$ cat src/hw/rtl/tmcm_pkg.sv
package tmcm_pkg;

    localparam int DISP_W   = 16;
    localparam int CNT_W    = 7;
    localparam int INV_W    = 2;
    localparam int APB_AW   = 5;
    localparam int APB_DW   = 32;

    localparam logic [CNT_W-1:0]  SAMPLE_COUNT_RST   = 7'd3;
    localparam logic [DISP_W-1:0] DISPLAY_WIDTH_RST  = 16'd320;
    localparam logic [DISP_W-1:0] DISPLAY_HEIGHT_RST = 16'd240;

    typedef enum logic [2:0] {
        REG_SAMPLE_COUNT   = 3'd0,
        REG_PANEL_X_MIN    = 3'd1,
        REG_PANEL_X_MAX    = 3'd2,
        REG_PANEL_Y_MIN    = 3'd3,
        REG_PANEL_Y_MAX    = 3'd4,
        REG_DISPLAY_WIDTH  = 3'd5,
        REG_DISPLAY_HEIGHT = 3'd6,
        REG_INVERT_MODE    = 3'd7
    } reg_idx_t;

    typedef struct packed {
        logic acc_en;
        logic clear;
        logic mean_start;
        logic mean_load;
        logic prod_load;
        logic scale_start;
        logic disp_load;
    } lane_ctrl_t;

    typedef struct packed {
        logic div_done;
    } lane_stat_t;

endpackage

$ cat src/hw/rtl/tmcm_div.sv
module tmcm_div #(
    parameter int NUM_W = 28,
    parameter int DEN_W = 12
) (
    input  logic             aclk,
    input  logic             aresetn,
    input  logic             start,
    input  logic [NUM_W-1:0] num,
    input  logic [DEN_W-1:0] den,
    output logic             done,
    output logic [NUM_W-1:0] quot
);
    import tmcm_pkg::*;

    localparam int CW = $clog2(NUM_W + 1);

    logic [CW-1:0]    cnt_reg;
    logic             run_reg;
    logic             done_reg;
    logic [NUM_W-1:0] quot_reg;
    logic [DEN_W-1:0] rem_reg;
    logic [DEN_W-1:0] den_reg;

    logic [DEN_W:0]   trial;
    logic             ge;
    logic [DEN_W-1:0] rem_next;

    // One quotient bit per cycle; the numerator shifts out of the top of
    // the quotient register while the new bits enter at the bottom.
    assign trial    = {rem_reg, quot_reg[NUM_W-1]};
    assign ge       = trial >= {1'b0, den_reg};
    assign rem_next = ge ? DEN_W'(trial - {1'b0, den_reg}) : trial[DEN_W-1:0];

    always_ff @(posedge aclk) begin
        if (!aresetn) begin
            run_reg  <= 1'b0;
            done_reg <= 1'b0;
            cnt_reg  <= '0;
        end else begin
            done_reg <= 1'b0;
            if (start) begin
                run_reg <= 1'b1;
                cnt_reg <= CW'(NUM_W);
            end else if (run_reg) begin
                cnt_reg <= cnt_reg - CW'(1);
                if (cnt_reg == CW'(1)) begin
                    run_reg  <= 1'b0;
                    done_reg <= 1'b1;
                end
            end
        end
    end

    always_ff @(posedge aclk) begin
        if (start) begin
            quot_reg <= num;
            rem_reg  <= '0;
            den_reg  <= den;
        end else if (run_reg) begin
            quot_reg <= {quot_reg[NUM_W-2:0], ge};
            rem_reg  <= rem_next;
        end
    end

    assign done = done_reg;
    assign quot = quot_reg;

endmodule

$ cat src/hw/rtl/tmcm_lane.sv
module tmcm_lane #(
    parameter int SAMPLE_BITS = 12,
    parameter int SUM_W       = 18,
    parameter int NW          = 7,
    parameter int NUM_W       = 28,
    parameter int DEN_W       = 12
) (
    input  logic                        aclk,
    input  logic                        aresetn,
    input  tmcm_pkg::lane_ctrl_t        ctrl,
    output tmcm_pkg::lane_stat_t        stat,
    input  logic [SAMPLE_BITS-1:0]      sample,
    input  logic [NW-1:0]               n_set,
    input  logic [SAMPLE_BITS-1:0]      pmin,
    input  logic [SAMPLE_BITS-1:0]      pmax,
    input  logic [tmcm_pkg::DISP_W-1:0] size,
    input  logic                        mirror,
    output logic [SAMPLE_BITS-1:0]      mean,
    output logic [tmcm_pkg::DISP_W-1:0] disp
);
    import tmcm_pkg::*;

    localparam int PROD_W = SAMPLE_BITS + DISP_W;

    logic [SUM_W-1:0]       sum_reg;
    logic [SAMPLE_BITS-1:0] hi_reg;
    logic [SAMPLE_BITS-1:0] lo_reg;
    logic [SAMPLE_BITS-1:0] mean_reg;
    logic [PROD_W-1:0]      prod_reg;
    logic [DISP_W-1:0]      disp_reg;

    logic [SUM_W-1:0]       trim;
    logic [SAMPLE_BITS-1:0] off;
    logic                   span_ok;
    logic [SAMPLE_BITS-1:0] span;
    logic [NUM_W-1:0]       div_num;
    logic [DEN_W-1:0]       div_den;
    logic                   div_done;
    logic [NUM_W-1:0]       quot;
    logic [NUM_W-1:0]       scaled;
    logic [DISP_W-1:0]      clamped;
    logic [DISP_W-1:0]      disp_next;

    always_ff @(posedge aclk) begin
        if (!aresetn || ctrl.clear) begin
            sum_reg <= '0;
            hi_reg  <= '0;
            lo_reg  <= '1;
        end else if (ctrl.acc_en) begin
            sum_reg <= sum_reg + SUM_W'(sample);
            if (sample > hi_reg) begin
                hi_reg <= sample;
            end
            if (sample < lo_reg) begin
                lo_reg <= sample;
            end
        end
    end

    // The sum always contains both extremes, so this never goes negative.
    assign trim    = sum_reg - SUM_W'(hi_reg) - SUM_W'(lo_reg);
    assign off     = (mean_reg > pmin) ? mean_reg - pmin : '0;
    assign span_ok = pmax > pmin;
    assign span    = pmax - pmin;

    assign div_num = ctrl.mean_start ? NUM_W'(trim) : NUM_W'(prod_reg);
    assign div_den = ctrl.mean_start ? DEN_W'(n_set - NW'(2)) : DEN_W'(span);

    tmcm_div #(
        .NUM_W (NUM_W),
        .DEN_W (DEN_W)
    ) u_div (
        .aclk    (aclk),
        .aresetn (aresetn),
        .start   (ctrl.mean_start | ctrl.scale_start),
        .num     (div_num),
        .den     (div_den),
        .done    (div_done),
        .quot    (quot)
    );

    // An empty or inverted panel span saturates the scaled value to the size.
    assign scaled    = span_ok ? quot : NUM_W'(size);
    assign clamped   = (scaled > NUM_W'(size)) ? size : scaled[DISP_W-1:0];
    assign disp_next = mirror ? size - clamped : clamped;

    always_ff @(posedge aclk) begin
        if (ctrl.mean_load) begin
            mean_reg <= quot[SAMPLE_BITS-1:0];
        end
        if (ctrl.prod_load) begin
            prod_reg <= PROD_W'(off) * PROD_W'(size);
        end
        if (ctrl.disp_load) begin
            disp_reg <= disp_next;
        end
    end

    assign stat.div_done = div_done;
    assign mean          = mean_reg;
    assign disp          = disp_reg;

endmodule

$ cat src/hw/rtl/touch_trimmed_mean_coordinate_map_top.sv
// The last sample of a set leaves its result in the output register after two
// passes through each lane's one-bit-per-cycle divider (trimmed mean, then
// scaling) and a wait until the output register is free.
// Throughput: one sample per cycle inside a set; the input stalls while a set is reduced.
// Reset (aresetn, synchronous, active low) restores the register defaults,
// clears the running set and the last touched point, and empties the output.
module touch_trimmed_mean_coordinate_map_top #(
    parameter int MAX_SAMPLES = 64,
    parameter int SAMPLE_BITS = 12
) (
    input  logic                         aclk,
    input  logic                         aresetn,
    // s_tdata: x_sample, y_sample (from bit 0 up)
    input  logic                         s_tvalid,
    output logic                         s_tready,
    input  logic [((2*SAMPLE_BITS+7)/8)*8-1:0] s_tdata,
    output logic                         m_tvalid,
    input  logic                         m_tready,
    // m_tdata: panel_x, panel_y, display_x, display_y (from bit 0 up)
    output logic [((2*SAMPLE_BITS+2*tmcm_pkg::DISP_W+7)/8)*8-1:0] m_tdata,
    // m_tuser: touched
    output logic                         m_tuser,
    input  logic                         psel,
    input  logic                         penable,
    input  logic                         pwrite,
    input  logic [tmcm_pkg::APB_AW-1:0]  paddr,
    input  logic [tmcm_pkg::APB_DW-1:0]  pwdata,
    output logic [tmcm_pkg::APB_DW-1:0]  prdata,
    output logic                         pready
);
    import tmcm_pkg::*;

    localparam int IDX_W  = $clog2(MAX_SAMPLES);
    localparam int NW     = $clog2(MAX_SAMPLES + 1);
    localparam int CMP_W  = (NW > CNT_W) ? NW : CNT_W;
    localparam int SUM_W  = SAMPLE_BITS + $clog2(MAX_SAMPLES);
    localparam int PROD_W = SAMPLE_BITS + DISP_W;
    localparam int NUM_W  = (SUM_W > PROD_W) ? SUM_W : PROD_W;
    localparam int DEN_W  = (SAMPLE_BITS > NW) ? SAMPLE_BITS : NW;
    localparam int RES_W  = 2*SAMPLE_BITS + 2*DISP_W;
    localparam int OUT_W  = ((RES_W + 7) / 8) * 8;

    typedef enum logic [6:0] {
        ST_ACC        = 7'b0000001,
        ST_MEAN_GO    = 7'b0000010,
        ST_MEAN_WAIT  = 7'b0000100,
        ST_MUL        = 7'b0001000,
        ST_SCALE_GO   = 7'b0010000,
        ST_SCALE_WAIT = 7'b0100000,
        ST_OUT        = 7'b1000000
    } state_t;

    state_t state_reg, state_next;

    logic [CNT_W-1:0]       sample_count_reg;
    logic [SAMPLE_BITS-1:0] panel_x_min_reg, panel_x_max_reg;
    logic [SAMPLE_BITS-1:0] panel_y_min_reg, panel_y_max_reg;
    logic [DISP_W-1:0]      display_width_reg, display_height_reg;
    logic [INV_W-1:0]       invert_mode_reg;

    logic [IDX_W-1:0]       idx_reg;
    logic [NW-1:0]          n_set_reg;
    logic [DISP_W-1:0]      last_x_reg, last_y_reg;
    logic                   out_valid_reg;
    logic                   out_touched_reg;
    logic [RES_W-1:0]       out_data_reg;

    lane_ctrl_t             ctrl;
    lane_stat_t             stat_x, stat_y;
    logic [SAMPLE_BITS-1:0] x_sample, y_sample;
    logic [SAMPLE_BITS-1:0] mean_x, mean_y;
    logic [DISP_W-1:0]      disp_x, disp_y;

    logic                   cfg_wr;
    reg_idx_t               cfg_idx;
    logic [CMP_W-1:0]       n_clamp;
    logic [CMP_W-1:0]       idx_plus;
    logic                   in_xfer;
    logic                   set_end;
    logic                   out_free;
    logic                   touched;
    logic [DISP_W-1:0]      res_x, res_y;

    // Configuration port.
    assign pready  = 1'b1;
    assign cfg_wr  = psel & penable & pwrite & pready;
    assign cfg_idx = reg_idx_t'(paddr[4:2]);

    always_ff @(posedge aclk) begin
        if (!aresetn) begin
            sample_count_reg   <= SAMPLE_COUNT_RST;
            panel_x_min_reg    <= '0;
            panel_x_max_reg    <= '1;
            panel_y_min_reg    <= '0;
            panel_y_max_reg    <= '1;
            display_width_reg  <= DISPLAY_WIDTH_RST;
            display_height_reg <= DISPLAY_HEIGHT_RST;
            invert_mode_reg    <= '0;
        end else if (cfg_wr) begin
            case (cfg_idx)
                REG_SAMPLE_COUNT:   sample_count_reg   <= pwdata[CNT_W-1:0];
                REG_PANEL_X_MIN:    panel_x_min_reg    <= pwdata[SAMPLE_BITS-1:0];
                REG_PANEL_X_MAX:    panel_x_max_reg    <= pwdata[SAMPLE_BITS-1:0];
                REG_PANEL_Y_MIN:    panel_y_min_reg    <= pwdata[SAMPLE_BITS-1:0];
                REG_PANEL_Y_MAX:    panel_y_max_reg    <= pwdata[SAMPLE_BITS-1:0];
                REG_DISPLAY_WIDTH:  display_width_reg  <= pwdata[DISP_W-1:0];
                REG_DISPLAY_HEIGHT: display_height_reg <= pwdata[DISP_W-1:0];
                REG_INVERT_MODE:    invert_mode_reg    <= pwdata[INV_W-1:0];
                default: ;
            endcase
        end
    end

    always_comb begin
        case (cfg_idx)
            REG_SAMPLE_COUNT:   prdata = APB_DW'(sample_count_reg);
            REG_PANEL_X_MIN:    prdata = APB_DW'(panel_x_min_reg);
            REG_PANEL_X_MAX:    prdata = APB_DW'(panel_x_max_reg);
            REG_PANEL_Y_MIN:    prdata = APB_DW'(panel_y_min_reg);
            REG_PANEL_Y_MAX:    prdata = APB_DW'(panel_y_max_reg);
            REG_DISPLAY_WIDTH:  prdata = APB_DW'(display_width_reg);
            REG_DISPLAY_HEIGHT: prdata = APB_DW'(display_height_reg);
            REG_INVERT_MODE:    prdata = APB_DW'(invert_mode_reg);
            default:            prdata = '0;
        endcase
    end

    // Set size saturated to the range three to MAX_SAMPLES.
    always_comb begin
        if (CMP_W'(sample_count_reg) < CMP_W'(3)) begin
            n_clamp = CMP_W'(3);
        end else if (CMP_W'(sample_count_reg) > CMP_W'(MAX_SAMPLES)) begin
            n_clamp = CMP_W'(MAX_SAMPLES);
        end else begin
            n_clamp = CMP_W'(sample_count_reg);
        end
    end

    assign x_sample = s_tdata[SAMPLE_BITS-1:0];
    assign y_sample = s_tdata[2*SAMPLE_BITS-1:SAMPLE_BITS];
    assign s_tready = (state_reg == ST_ACC);
    assign in_xfer  = s_tvalid & s_tready;
    assign idx_plus = CMP_W'(idx_reg) + CMP_W'(1);
    assign set_end  = idx_plus >= n_clamp;
    assign out_free = !out_valid_reg || m_tready;

    always_comb begin
        state_next = state_reg;
        ctrl       = '0;
        case (state_reg)
            ST_ACC: begin
                ctrl.acc_en = in_xfer;
                if (in_xfer && set_end) begin
                    state_next = ST_MEAN_GO;
                end
            end
            ST_MEAN_GO: begin
                ctrl.mean_start = 1'b1;
                ctrl.clear      = 1'b1;
                state_next      = ST_MEAN_WAIT;
            end
            ST_MEAN_WAIT: begin
                if (stat_x.div_done && stat_y.div_done) begin
                    ctrl.mean_load = 1'b1;
                    state_next     = ST_MUL;
                end
            end
            ST_MUL: begin
                ctrl.prod_load = 1'b1;
                state_next     = ST_SCALE_GO;
            end
            ST_SCALE_GO: begin
                ctrl.scale_start = 1'b1;
                state_next       = ST_SCALE_WAIT;
            end
            ST_SCALE_WAIT: begin
                if (stat_x.div_done && stat_y.div_done) begin
                    ctrl.disp_load = 1'b1;
                    state_next     = ST_OUT;
                end
            end
            ST_OUT: begin
                if (out_free) begin
                    state_next = ST_ACC;
                end
            end
            default: begin
                state_next = ST_ACC;
            end
        endcase
    end

    always_ff @(posedge aclk) begin
        if (!aresetn) begin
            state_reg <= ST_ACC;
            idx_reg   <= '0;
            n_set_reg <= '0;
        end else begin
            state_reg <= state_next;
            if (in_xfer) begin
                if (set_end) begin
                    idx_reg   <= '0;
                    n_set_reg <= NW'(idx_plus);
                end else begin
                    idx_reg <= IDX_W'(idx_plus);
                end
            end
        end
    end

    tmcm_lane #(
        .SAMPLE_BITS (SAMPLE_BITS),
        .SUM_W       (SUM_W),
        .NW          (NW),
        .NUM_W       (NUM_W),
        .DEN_W       (DEN_W)
    ) u_lane_x (
        .aclk    (aclk),
        .aresetn (aresetn),
        .ctrl    (ctrl),
        .stat    (stat_x),
        .sample  (x_sample),
        .n_set   (n_set_reg),
        .pmin    (panel_x_min_reg),
        .pmax    (panel_x_max_reg),
        .size    (display_width_reg),
        .mirror  (invert_mode_reg[0]),
        .mean    (mean_x),
        .disp    (disp_x)
    );

    tmcm_lane #(
        .SAMPLE_BITS (SAMPLE_BITS),
        .SUM_W       (SUM_W),
        .NW          (NW),
        .NUM_W       (NUM_W),
        .DEN_W       (DEN_W)
    ) u_lane_y (
        .aclk    (aclk),
        .aresetn (aresetn),
        .ctrl    (ctrl),
        .stat    (stat_y),
        .sample  (y_sample),
        .n_set   (n_set_reg),
        .pmin    (panel_y_min_reg),
        .pmax    (panel_y_max_reg),
        .size    (display_height_reg),
        .mirror  (invert_mode_reg[1]),
        .mean    (mean_y),
        .disp    (disp_y)
    );

    // Both lanes map every set; the mapped point is kept only when touched.
    assign touched = (mean_x != '0) && (mean_y != '0);
    assign res_x   = touched ? disp_x : last_x_reg;
    assign res_y   = touched ? disp_y : last_y_reg;

    always_ff @(posedge aclk) begin
        if (!aresetn) begin
            out_valid_reg <= 1'b0;
            last_x_reg    <= '0;
            last_y_reg    <= '0;
        end else if (state_reg == ST_OUT && out_free) begin
            out_valid_reg <= 1'b1;
            last_x_reg    <= res_x;
            last_y_reg    <= res_y;
        end else if (m_tready) begin
            out_valid_reg <= 1'b0;
        end
    end

    always_ff @(posedge aclk) begin
        if (state_reg == ST_OUT && out_free) begin
            out_touched_reg <= touched;
            out_data_reg    <= {res_y, res_x, mean_y, mean_x};
        end
    end

    assign m_tvalid = out_valid_reg;
    assign m_tuser  = out_touched_reg;
    assign m_tdata  = OUT_W'(out_data_reg);

endmodule
$ cat config.mk
export PLATFORM = sky130hd
export DESIGN_NAME = touch_trimmed_mean_coordinate_map_top
export DESIGN_NICKNAME = d
export VERILOG_FILES = /design/src/hw/rtl/tmcm_pkg.sv /design/src/hw/rtl/tmcm_div.sv /design/src/hw/rtl/tmcm_lane.sv /design/src/hw/rtl/touch_trimmed_mean_coordinate_map_top.sv
export SDC_FILE = /design/constraint.sdc
export NUM_CORES = 2
export LEC_CHECK = 0
export ABC_AREA = 1
export BUFFER_PORTS_ARGS = -buffer_cell sky130_fd_sc_hd__buf_2
export CAP_MARGIN = 20
export CELL_PAD_IN_SITES_DETAIL_PLACEMENT = 0
export CELL_PAD_IN_SITES_GLOBAL_PLACEMENT = 1
export CORE_ASPECT_RATIO = 0.7
export CORE_UTILIZATION = 45
export CTS_CLUSTER_SIZE = 28
export DETAILED_ROUTE_END_ITERATION = 8
export PLACE_DENSITY_LB_ADDON = 0.1
export REMOVE_ABC_BUFFERS = 1
export SETUP_SLACK_MARGIN = 0.1
export SYNTH_ARGS = -nofsm -noshare
export SYNTH_HDL_FRONTEND = slang
export SYNTH_SLANG_ARGS = --single-unit
$ cat constraint.sdc
create_clock -name aclk -period 18.5 [get_ports aclk]
set_clock_uncertainty 0.1 [all_clocks]
set_input_delay 2.775 -clock aclk [delete_from_list [all_inputs] [get_ports aclk]]
set_output_delay 2.775 -clock aclk [all_outputs]
set_load 0.02 [all_outputs]
==> impl_metrics.csv <==
group,metric,value,unit
outcome,outcome,"complete, no violations",
critical_path,timing.setup.critical_path_class,"flip-flop to flip-flop",
floorplan,placement_rows,95,
critical_path,timing.critical_path.arrival,8.20,ns
grt,grt_start_max_net_pins,80,
timing,achievable-frequency,126.4,MHz
drt,totalWireLength,137100,um
final_layout,largest_reg_flops,56,
final_layout,drive_gt1_frac,0.05840,
final_layout,filler_cell_count,9616,
critical_path,cp.required,18.79,ns
timing,holdWs,0.3478,ns
synthesis,ys_seq_elements,513,
pwr,worst_ir_drop_vdd,0.09191,mV
pwr,power_density,94.36,nW/um^2
critical_path,crit_path_max_fanout,22,
placement,portBuffers,124,
pwr,power.internal,2.646,mW
floorplan,die-height,264.3,um
synthesis,synth-async-reset-ratio,0,
grt,grt_first_pass_wirelength,213400,um
timing,min_period,7.910,ns
grt,via_count_of_the_first_global_routing_pass,36380,
cts,htree_levels,2,
floorplan,initial_core_util,0.4578,
drt,drc,0,
drt,vias_per_cell,5.339,
placement,place.gp.congestion,0.9390,
timing,setup_repair_after_global_routing_missed_its_margin,"false",
pwr,total_leakage_power,23.16,nW
cts,clock_transition_at_the_register_clock_pins_on_the_worst_setup_and_hold_paths_after_cts,0.07,ns
floorplan,boundaryPins,160,
grt,grt.total_usage,0.2755,
cts,cts_made_buffers,54,
flow_run,maxCapViolCount,0,
synthesis,postSynthAreaPerCell,7.786,um^2
placement,dp_hpwl,108600,um
cts,clock_sinks,513,
synthesis,synth_warnings,0,
synthesis,ys_top_cells_by_area,"edfxtp_1 17%, fa_1 14%, dfxtp_1 12%",
cts,cts_tree,"yes",
timing,finalSetupTns,0,ns
final_layout,area_growth,8.154,%
cts,number_of_hold_repair_buffers_added_at_the_cts_stage,0,
timing,final.period_utilization,0.4276,
floorplan,die_w,376.8,um
final_layout,area.sequential,12760,um^2
timing,final-hold-violation-count,0,
grt,grt_antenna_before_repair,4,
synthesis,ys_seq_area_frac,0.2885,
cts,cts_root_buf,"clkbuf_16",
drt,post_drt_wl_per_cell,19.36,um
final_layout,multiInputGateArea,27110,um^2
drt,drt.antenna.violating_nets,0,
synthesis,synth_cell_type_count,61,
pwr,power_frac_clock,0.252,
timing,maxSlewViolCount,0,
final_layout,nets,6482,
synthesis,number_of_synthesized_flops_with_an_enable_pin,249,
synthesis,synthDominantAreaCellType,"edfxtp_1",
synthesis,synth_top_area_share,0.1690,
critical_path,worstSetupStartpointType,"flip-flop",
pwr,power.combinational.fraction,0.438,
cts,clock_path_buffers,3,
drt,drt_pre_antenna_iters,6,
synthesis,yosys_most_used_dff,"dfxtp_1",
critical_path,crit_slowest_cell,"fa_1",
cts,clock_latency,0.67,ns
floorplan,core,96640,um^2
hold_path,hold_class,"flip-flop to flip-flop",
critical_path,cell_repeated_most_along_the_worst_path,"inv_1",
cts,cts.repair_timing.setup_buffer_count,0,
pwr,power.switching,1.868,mW
critical_path,max_stage_delay_on_crit_path,0.55,ns
grt,leftover_overflow_at_the_end_of_global_routing,0,
floorplan,dieArea,99590,um^2
synthesis,postSynthCellCount,5682,
timing,tightestPinTransition,1.052,ns
pwr,share_seq_of_total_power,0.310,
drt,num_vias,37810,
cts,cts.repair.resized,0,
synthesis,synthesis.area,44240,um^2
timing,max_slew_margin,0.2960,
pwr,fraction_of_power_spent_switching_nets,0.4138,
critical_path,worst_setup_path_end_kind,"flip-flop",
timing,setup_violations,0,
drt,drt_iter0_markers,3009,
[final timing paths]
path,start,endpoint,slack (ns),depth (start not counted)
worst max-delay path,u_lane_x.mean[0],u_lane_x.prod_reg[26],10.59,28
worst min-delay path,u_lane_y.u_div.quot[2],u_lane_y.mean[2],0.35,0
worst max register to register,u_lane_x.mean[0],u_lane_x.prod_reg[26],10.59,28
worst min register to register,u_lane_y.u_div.quot[2],u_lane_y.mean[2],0.35,0
[stage by stage]
step                instances  total power, mW  setup WS (ns)  instance area (um^2)  utilization
CTS                      7078            4.535          10.62                 47800       0.4946
finish                   7081            4.515          10.59                 47850       0.4951
global placement         6976            3.374          10.61                 45950       0.4755
global route             7081            4.878          10.15                 47850       0.4951
detailed placement       6976            3.384          10.64                 45950       0.4755
floorplan                5505            2.807          11.56                 43380            -
[metal layers]
layer / global-route usage / vias up / routed length [um]
met1: 0.4189 / 18090 / 66710
met2: 0.4104 / 1113 / 57640
met4: 0.06196 / 4 / 3143
met3: 0.03828 / 153 / 9585
met5: 0 / - / 23
li1: - / 18450 / -
[cell usage after synthesis (all sizes together) (31+ instances only)]
master,n
buf,83
fa,314
nand2,1306
dfxtp,264
xor2,78
nor2,498
a21oi,330
nand4,73
o21bai,31
o21ai,291
ha,375
xnor2,54
nand3,347
edfxtp,249
nor3,75
inv,918
clkbuf,109
[worst max-delay path, delay by kind of cell (launching register included)]
kind            cells  cell delay (ns)
buf+inv             7             1.20
xor+xnor            1             0.16
flops               1             0.42
fa+ha+maj           8             3.36
simple gates        8             1.35
compound gates      4             1.06
[cells by family (layout without fill, tap and decap cells)]
family,count (synthesis),in the layout,synth area share
flip-flops,513,513,0.2885
AO/OA/AOI/OAI,833,833,0.1073
buffers and inverters,1134,1208,0.1007
AND/OR/NAND/NOR,2378,2378,0.2288
other,2,18,0.0001698
XOR/XNOR,132,132,0.02613
adder cells (fa/ha/maj),689,689,0.2482
multiplexers,1,1,0.0002263
[area by class of cell]
class                           instances  share of cell area
Tap cell                             1309             0.03423
Antenna cell                            1          0.00005230
Clock buffer                           71             0.03115
Multi-Input combinational cell       4050              0.5666
Timing Repair Buffer                  164             0.01993
Inverter                              942             0.07390
Clock inverter                         31            0.007453
Sequential cell                       513              0.2667
[layout by cell type (no fill, tap or decap), types with 23 or more instances in the layout]
cell type and n:
nand2_1 1297, inv_1 902, nor2_1 477, ha_1 375
nand3_1 341, a21oi_1 328, fa_1 314, o21ai_0 277
dfxtp_1 264, edfxtp_1 249, buf_2 124, xor2_1 78
nand4_1 71, nor3_1 70, clkbuf_16 55, xnor2_1 54
buf_4 38, o21bai_1 30, clkinv_1 28, nand3b_1 28
o211ai_1 27, nor4_1 23
[power groups by stage]
stage	logic [mW]	registers (mW)	clock network, mW
3_5_place_dp	1.96	1.42	0
2_1_floorplan	1.41	1.40	0
5_1_grt	2.25	1.41	1.21
6_report	1.98	1.40	1.14
3_3_place_gp	1.96	1.42	0
4_1_cts	1.98	1.40	1.16
(Power assumes the default switching activity.)
